<file path="config.mk">
export PLATFORM = sky130hd
export DESIGN_NAME = vfh_div_cell
export DESIGN_NICKNAME = d
export VERILOG_FILES = /design/src/hdl/vfh_pkg.sv /design/src/hdl/vfh_div_cell.sv
export SDC_FILE = /design/constraint.sdc
export NUM_CORES = 1
export LEC_CHECK = 0
export BUFFER_PORTS_ARGS = -buffer_cell sky130_fd_sc_hd__buf_2
export CAP_MARGIN = 20
export CORE_ASPECT_RATIO = 0.9
export CORE_MARGIN = 5
export CORE_UTILIZATION = 49
export DETAILED_ROUTE_END_ITERATION = 6
export PLACE_DENSITY = 0.87
export SYNTH_ARGS = -nofsm -noshare
export SYNTH_HDL_FRONTEND = slang
export SYNTH_SLANG_ARGS = --single-unit
export TNS_END_PERCENT = 10
</file>
<file path="constraint.sdc">
create_clock -name aclk -period 3.59 [get_ports aclk]
set_input_delay 0.359 -clock aclk [delete_from_list [all_inputs] [get_ports aclk]]
set_output_delay 0.359 -clock aclk [all_outputs]
set_load 0.01 [all_outputs]
</file>
<file path="src/hdl/vfh_pkg.sv">
// Package for the fractal value-noise height block.
// Holds the hash constants, fixed-point widths and configuration register codes.
// No dependencies.
package vfh_pkg;

    localparam int HEIGHT_W   = 24;
    localparam int NOISE_W    = 24;
    localparam int AMP_W      = 16;
    localparam int WEIGHT_W   = 16;
    localparam int CS_W       = 4;
    localparam int CFG_IDX_W  = 4;
    localparam int CFG_DATA_W = 16;
    localparam int OCT_W      = 5;

    localparam logic [31:0] HASH_MUL_X   = 32'd374761393;
    localparam logic [31:0] HASH_MUL_Y   = 32'd668265263;
    localparam logic [31:0] HASH_MUL_MIX = 32'd1274126177;

    localparam logic [AMP_W-1:0]  AMP0       = 16'd32768;
    localparam logic [16:0]       WEIGHT_ONE = 17'h10000;
    localparam logic [17:0]       SMOOTH_K   = 18'd196608;

    localparam logic [CS_W-1:0]       RST_CELL_SHIFT   = 4'd5;
    localparam logic [CS_W-1:0]       RST_OCTAVE_COUNT = 4'd6;
    localparam logic [AMP_W-1:0]      RST_PERSISTENCE  = 16'd26214;
    localparam logic [AMP_W-1:0]      RST_HEIGHT_GAIN  = 16'd2560;

    typedef enum logic [CFG_IDX_W-1:0] {
        CFG_CELL_SHIFT   = 4'd0,
        CFG_OCTAVE_COUNT = 4'd1,
        CFG_PERSISTENCE  = 4'd2,
        CFG_HEIGHT_GAIN  = 4'd3
    } cfg_idx_t;

    // Final avalanche step of the corner hash, reduced to a Q0.24 fraction.
    function automatic logic [NOISE_W-1:0] hash_finish(input logic [31:0] m);
        logic [31:0] f;
        f = m ^ (m >> 16);
        return f[NOISE_W-1:0];
    endfunction

endpackage

</file>
<file path="src/hdl/vfh_div_cell.sv">
// One step of the pipelined restoring divider: decides one quotient bit.
// Depends on vfh_pkg for the quotient width.
module vfh_div_cell #(
    parameter int SUM_W  = 43,
    parameter int NORM_W = 19,
    parameter int BIT    = 0
) (
    input  logic                        aclk,
    input  logic                        aresetn,
    input  logic                        en,
    input  logic [NORM_W-1:0]           norm,
    input  logic                        in_valid,
    input  logic [SUM_W-1:0]            in_rem,
    input  logic [vfh_pkg::NOISE_W-1:0] in_quo,
    output logic                        out_valid,
    output logic [SUM_W-1:0]            out_rem,
    output logic [vfh_pkg::NOISE_W-1:0] out_quo
);
    import vfh_pkg::*;

    logic                 v_reg;
    logic [SUM_W-1:0]     rem_reg;
    logic [NOISE_W-1:0]   quo_reg;
    logic [SUM_W-1:0]     sub;
    logic                 ge;

    assign sub = SUM_W'(norm) << BIT;
    assign ge  = (in_rem >= sub);

    always_ff @(posedge aclk) begin
        if (!aresetn) begin
            v_reg <= 1'b0;
        end else if (en) begin
            v_reg <= in_valid;
        end
    end

    always_ff @(posedge aclk) begin
        if (en) begin
            rem_reg <= ge ? (in_rem - sub) : in_rem;
            quo_reg <= in_quo | (NOISE_W'(ge) << BIT);
        end
    end

    assign out_valid = v_reg;
    assign out_rem   = rem_reg;
    assign out_quo   = quo_reg;

endmodule

</file>
# ---- After elaboration in Yosys (flattened, before gate mapping)
# Index checks and enable logic that the tools add are counted.
# Widths: inputs -> output; s select.
dict set report word_totals {
  regBits 68
  latch_bits 0
  ramBits 0
  mem_bits_ro 0
  input_bits 90
  out_inout_bits 68
  wordCells 7
  mem_count 0
}
dict set report op_classes {
  addsub 1
  mul 0
  div 0
  magnitude_cmp 1
  n_eq_ne 0
  shift 0
  n_mux 1
  n_bitwise 1
  reduce_logical 0
}
# operator count
set ops {}
lappend ops {{$ge 43x19->1} 1}
lappend ops {{$mux 43} 1}
lappend ops {{$sub 43x19->43} 1}
lappend ops {{$or 24x1->24} 1}

# ---- Depth between registers and ports, before layout
dict set report depth {
  ltp_word 2
  depth_mapped 12
  ltp_nobuf 11
}

# ---- Least setup slack after synthesis
# OpenSTA, ideal clock, no wires.
dict set report synth_path {
  path_kind {input-to-reg}
  startpoint {in norm[18]}
  endpoint {reg rem_reg[26] (netlist: out_rem[26]) (data pin)}
  setup_ns 0.258
  arrival_time_ns 2.922
  t_required_ns 3.332
  slack_ns 0.410
  cell_stages 9
  n_path_buf 1
  cell_sequence {inv_1 ha_1 clkbuf_1 nand2_1 or3_1 a211oi_1 o21ai_2 or4b_2 xnor2_1}
}
dict set report synth_via {
  elab_chain_cells 2
  word_cells_on_any_way 3
  cone_classes {add/sub (1); order compare (1); mux (1)}
}
# element line_no
set synth_rtl {}
lappend synth_rtl {{from (decl)} vfh_div_cell.sv:11} ;# input logic [NORM_W-1:0] norm,
lappend synth_rtl {{$sub 43x19->43 or $ge 43x19->1 (tied branches)} {vfh_div_cell.sv:40, vfh_div_cell.sv:28}}
lappend synth_rtl {{$mux 43 (*)} vfh_div_cell.sv:40} ;# rem_reg <= ge ? (in_rem - sub) : in_rem;
lappend synth_rtl {{to (signal assigned)} vfh_div_cell.sv:40}
lappend synth_rtl {{to (decl)} vfh_div_cell.sv:22} ;# logic [SUM_W-1:0] rem_reg;
# Mark *: on every way between the ends. The rest lies on a longest branch, timed or not.
# A chain may end at the register's enable or synchronous reset.

# ---- Worst setup path in the final report
dict set report layout_path {
  startpoint {in in_rem[0]}
  endpoint {reg rem_reg[26] (netlist: out_rem[26]) (data pin)}
}
dict set report layout_via {
  elab_chain_cells 2
  word_cells_on_any_way 3
  cone_classes {add/sub (1); order compare (1); mux (1)}
}
# element line_no
set layout_rtl {}
lappend layout_rtl {{from (decl)} vfh_div_cell.sv:13} ;# input logic [SUM_W-1:0] in_rem,
lappend layout_rtl {{$sub 43x19->43 or $ge 43x19->1 (tied branches)} {vfh_div_cell.sv:40, vfh_div_cell.sv:28}}
lappend layout_rtl {{$mux 43 (*)} vfh_div_cell.sv:40}
# Marked as above.

==> results.sh <==
export IMPL_setup_ws_ps=524
export IMPL_regArea_um2=2030
export IMPL_synth_seq_cells=68
export IMPL_synth_top_cell_by_area="edfxtp_1"
export IMPL_status="finished, final reports clean"
export IMPL_drt_iter0_drc=296
export IMPL_start_util_pct=50.5
export IMPL_setup_violations_final=0
export IMPL_tns_ps=0
export IMPL_cp_max_fo=5
export IMPL_period_needed_ps=3070
export IMPL_first_pass_iters=7
export IMPL_p_leak_nw=2.35
export IMPL_cts_setup_buffers=0
export IMPL_rows=31
export IMPL_end_kind="register"
export IMPL_synth_area_leaders="edfxtp_1 49%, ha_1 5.8%, xor2_1 4.3%"
export IMPL_hold_path_class="input port to register"
export IMPL_synthesis_area_um2=4070
export IMPL_synth_ff_type="edfxtp_1"
export IMPL_ioPinCount=158
export IMPL_antenna_cells=0
export IMPL_n_fill_cell=669
export IMPL_synthDistinctLibCells=56
export IMPL_wirelength_mm=12.5
export IMPL_num_vias=3819
export IMPL_fin_worst_skew_ps=0
export IMPL_dieWidth_um=106
export IMPL_min_period_over_period_pct=85.4
export IMPL_globalRouteOverflowTotal=0
export IMPL_crit_chain="buf_2 -> inv_1 -> ha_1 -> inv_1 -> fa_1 -> a211oi_1 -> o21ai_0 -> nand4_1 -> a211oi_1 -> nor2_1 -> or4b_2 -> xnor2_1"
export IMPL_clock_path_buffers=2
export IMPL_postRouteAntennaNets=0
export IMPL_fp_dieH_um=96.5
export IMPL_cts_tree="done"
export IMPL_antenna_found_initial=0
export IMPL_synth_top_area_share_pct=49.4
export IMPL_final_nets=675
export IMPL_cts_root_buf="clkbuf_8"
export IMPL_stdcell_area_um2=5320
export IMPL_crit_family="simple AND/OR/NAND/NOR gates"
export IMPL_synth_fp_nets=492
export IMPL_max_cap_viol_count=0
export IMPL_vdd_drop_max_mv=0.164
export IMPL_finalPower_w=0.00214
export IMPL_multiInputGateArea_um2=1890
export IMPL_grt_pass1_vias=3792
export IMPL_powerDensity_nw_per_um2=403
export IMPL_cts_buffers=9
export IMPL_crit_buf_inv=3
export IMPL_slowest_delay_ps=640
export IMPL_hpwl_mm=9.92
export IMPL_cp_start_kind="input port"
export IMPL_ys_seq_area_share_pct=49.9
export IMPL_finalHoldViolations=0
export IMPL_clk_pin_slew_worst_paths_ps=80
export IMPL_groute_usage_overall_pct=24.3
export IMPL_layout_commonest_cell="buf_2"
export IMPL_arrival_ps=3170
export IMPL_slew_headroom_pct=50.6
export IMPL_cts_resized=0
export IMPL_grt_pass1_wl_mm=19.2
export IMPL_drive_above_1_share_pct=36.8
export IMPL_crit_required_ps=3690
export IMPL_path_class="input port to register"
export IMPL_die_area_um2=10200
export IMPL_cts_hold_buf=0
export IMPL_core_area_um2=8070
export IMPL_syn_inst=382
export IMPL_clock_sinks=68
export IMPL_dpl_instance_area_um2=5120
export IMPL_portBuffers=157
export IMPL_synth_edf_count=67
export IMPL_worst_pin_slew_ps=741
export IMPL_fmax_mhz=326
export IMPL_async_flop_share_pct=0
export IMPL_place_ws_ps=255
export IMPL_layout_common_cells="157 x buf_2, 67 x edfxtp_1, 28 x nor2_1"
export IMPL_syn_avg_cell_area_um2=10.7
export IMPL_drc=0
export IMPL_syn_to_final_growth_pct=30.5
export IMPL_gp_congestion=0.925
export IMPL_via_per_inst=5.71
export IMPL_routedWlPerCell_um=18.7
export IMPL_critical_path_slowest_cell="or4b_2"
export IMPL_clock_latency_ps=340
export IMPL_grt_max_degree=32
export IMPL_ys_warn_count=0
export IMPL_rsz0062_at_grt="false"
export IMPL_h_tree_depth=3
export IMPL_drv_slew=0
==> path summary, 6_finish.rpt <==
check             slack, ps        from           to  cells after the start
setup / recovery        520   in_rem[0]  out_rem[26]                     12
hold reg to reg         570   out_valid    out_valid                      2
setup reg to reg       2960   out_valid    out_valid                      2
hold / removal          180  in_quo[12]  out_quo[12]                      1
==> registers in the layout, summed over array words and instances, names as in the netlist <==
name	flops
out_valid	1
out_rem	43
out_quo	24
==> per-stage QoR <==
step	hold slack [ps]	cells	util, %
floorplan	458	382	-
global placement	490	653	63.4
detailed placement	538	653	63.4
CTS	166	669	65.9
global route	165	669	65.9
finish	180	669	65.9
==> cell type report <==
class                           instances  area share, %
Inverter                               22           1.55
Multi-Input combinational cell        282           35.6
Sequential cell                        68           38.2
Timing Repair Buffer                  182           18.5
Clock inverter                          7           1.41
Clock buffer                            9           2.33
Tap cell                               99           2.33
==> synthesized netlist by cell type, types with 9 or more instances <==
library cell	count
nand4_1	9
inv_1	22
xnor2_1	16
a21oi_1	27
xor2_1	20
a21o_1	14
nand2_1	27
ha_1	19
nor2_1	28
nor3_1	15
edfxtp_1	67
or3_1	10
o21ai_0	16
nand3_1	9
==> layer usage <==
metal | GRT usage (%) | vias up | share of wire (%)
met5 | 0 | - | 0
met4 | 7.98 | 0 | 1.4
met3 | 3.26 | 17 | 7.0
met2 | 41.2 | 192 | 49
met1 | 32.4 | 1798 | 43
li1 | - | 1812 | -
==> logic make-up (layout without fill, tap and decap cells) <==
| kind of cell | Yosys count | after routing | share of synthesized area (%) |
|---|---|---|---|
| muxes | 1 | 1 | 0.246 |
| xor gates and xnor gates | 36 | 36 | 7.74 |
| and+or+nand+nor | 135 | 135 | 17.7 |
| buffers and inverters | 32 | 220 | 3.62 |
| DFF | 68 | 68 | 49.9 |
| adders and majority gates | 20 | 20 | 6.33 |
| AOI/OAI and AO/OA | 90 | 90 | 14.4 |
==> report_power, final <==
| part | switching [W] | internal (W) | leakage (nW) |
|---|---|---|---|
| sequential | 0.0000191 | 0.000971 | 0.664 |
| combinational | 0.000288 | 0.000216 | 1.58 |
| clock | 0.000326 | 0.000324 | 0.104 |
Power figures use the tool's default switching activity.
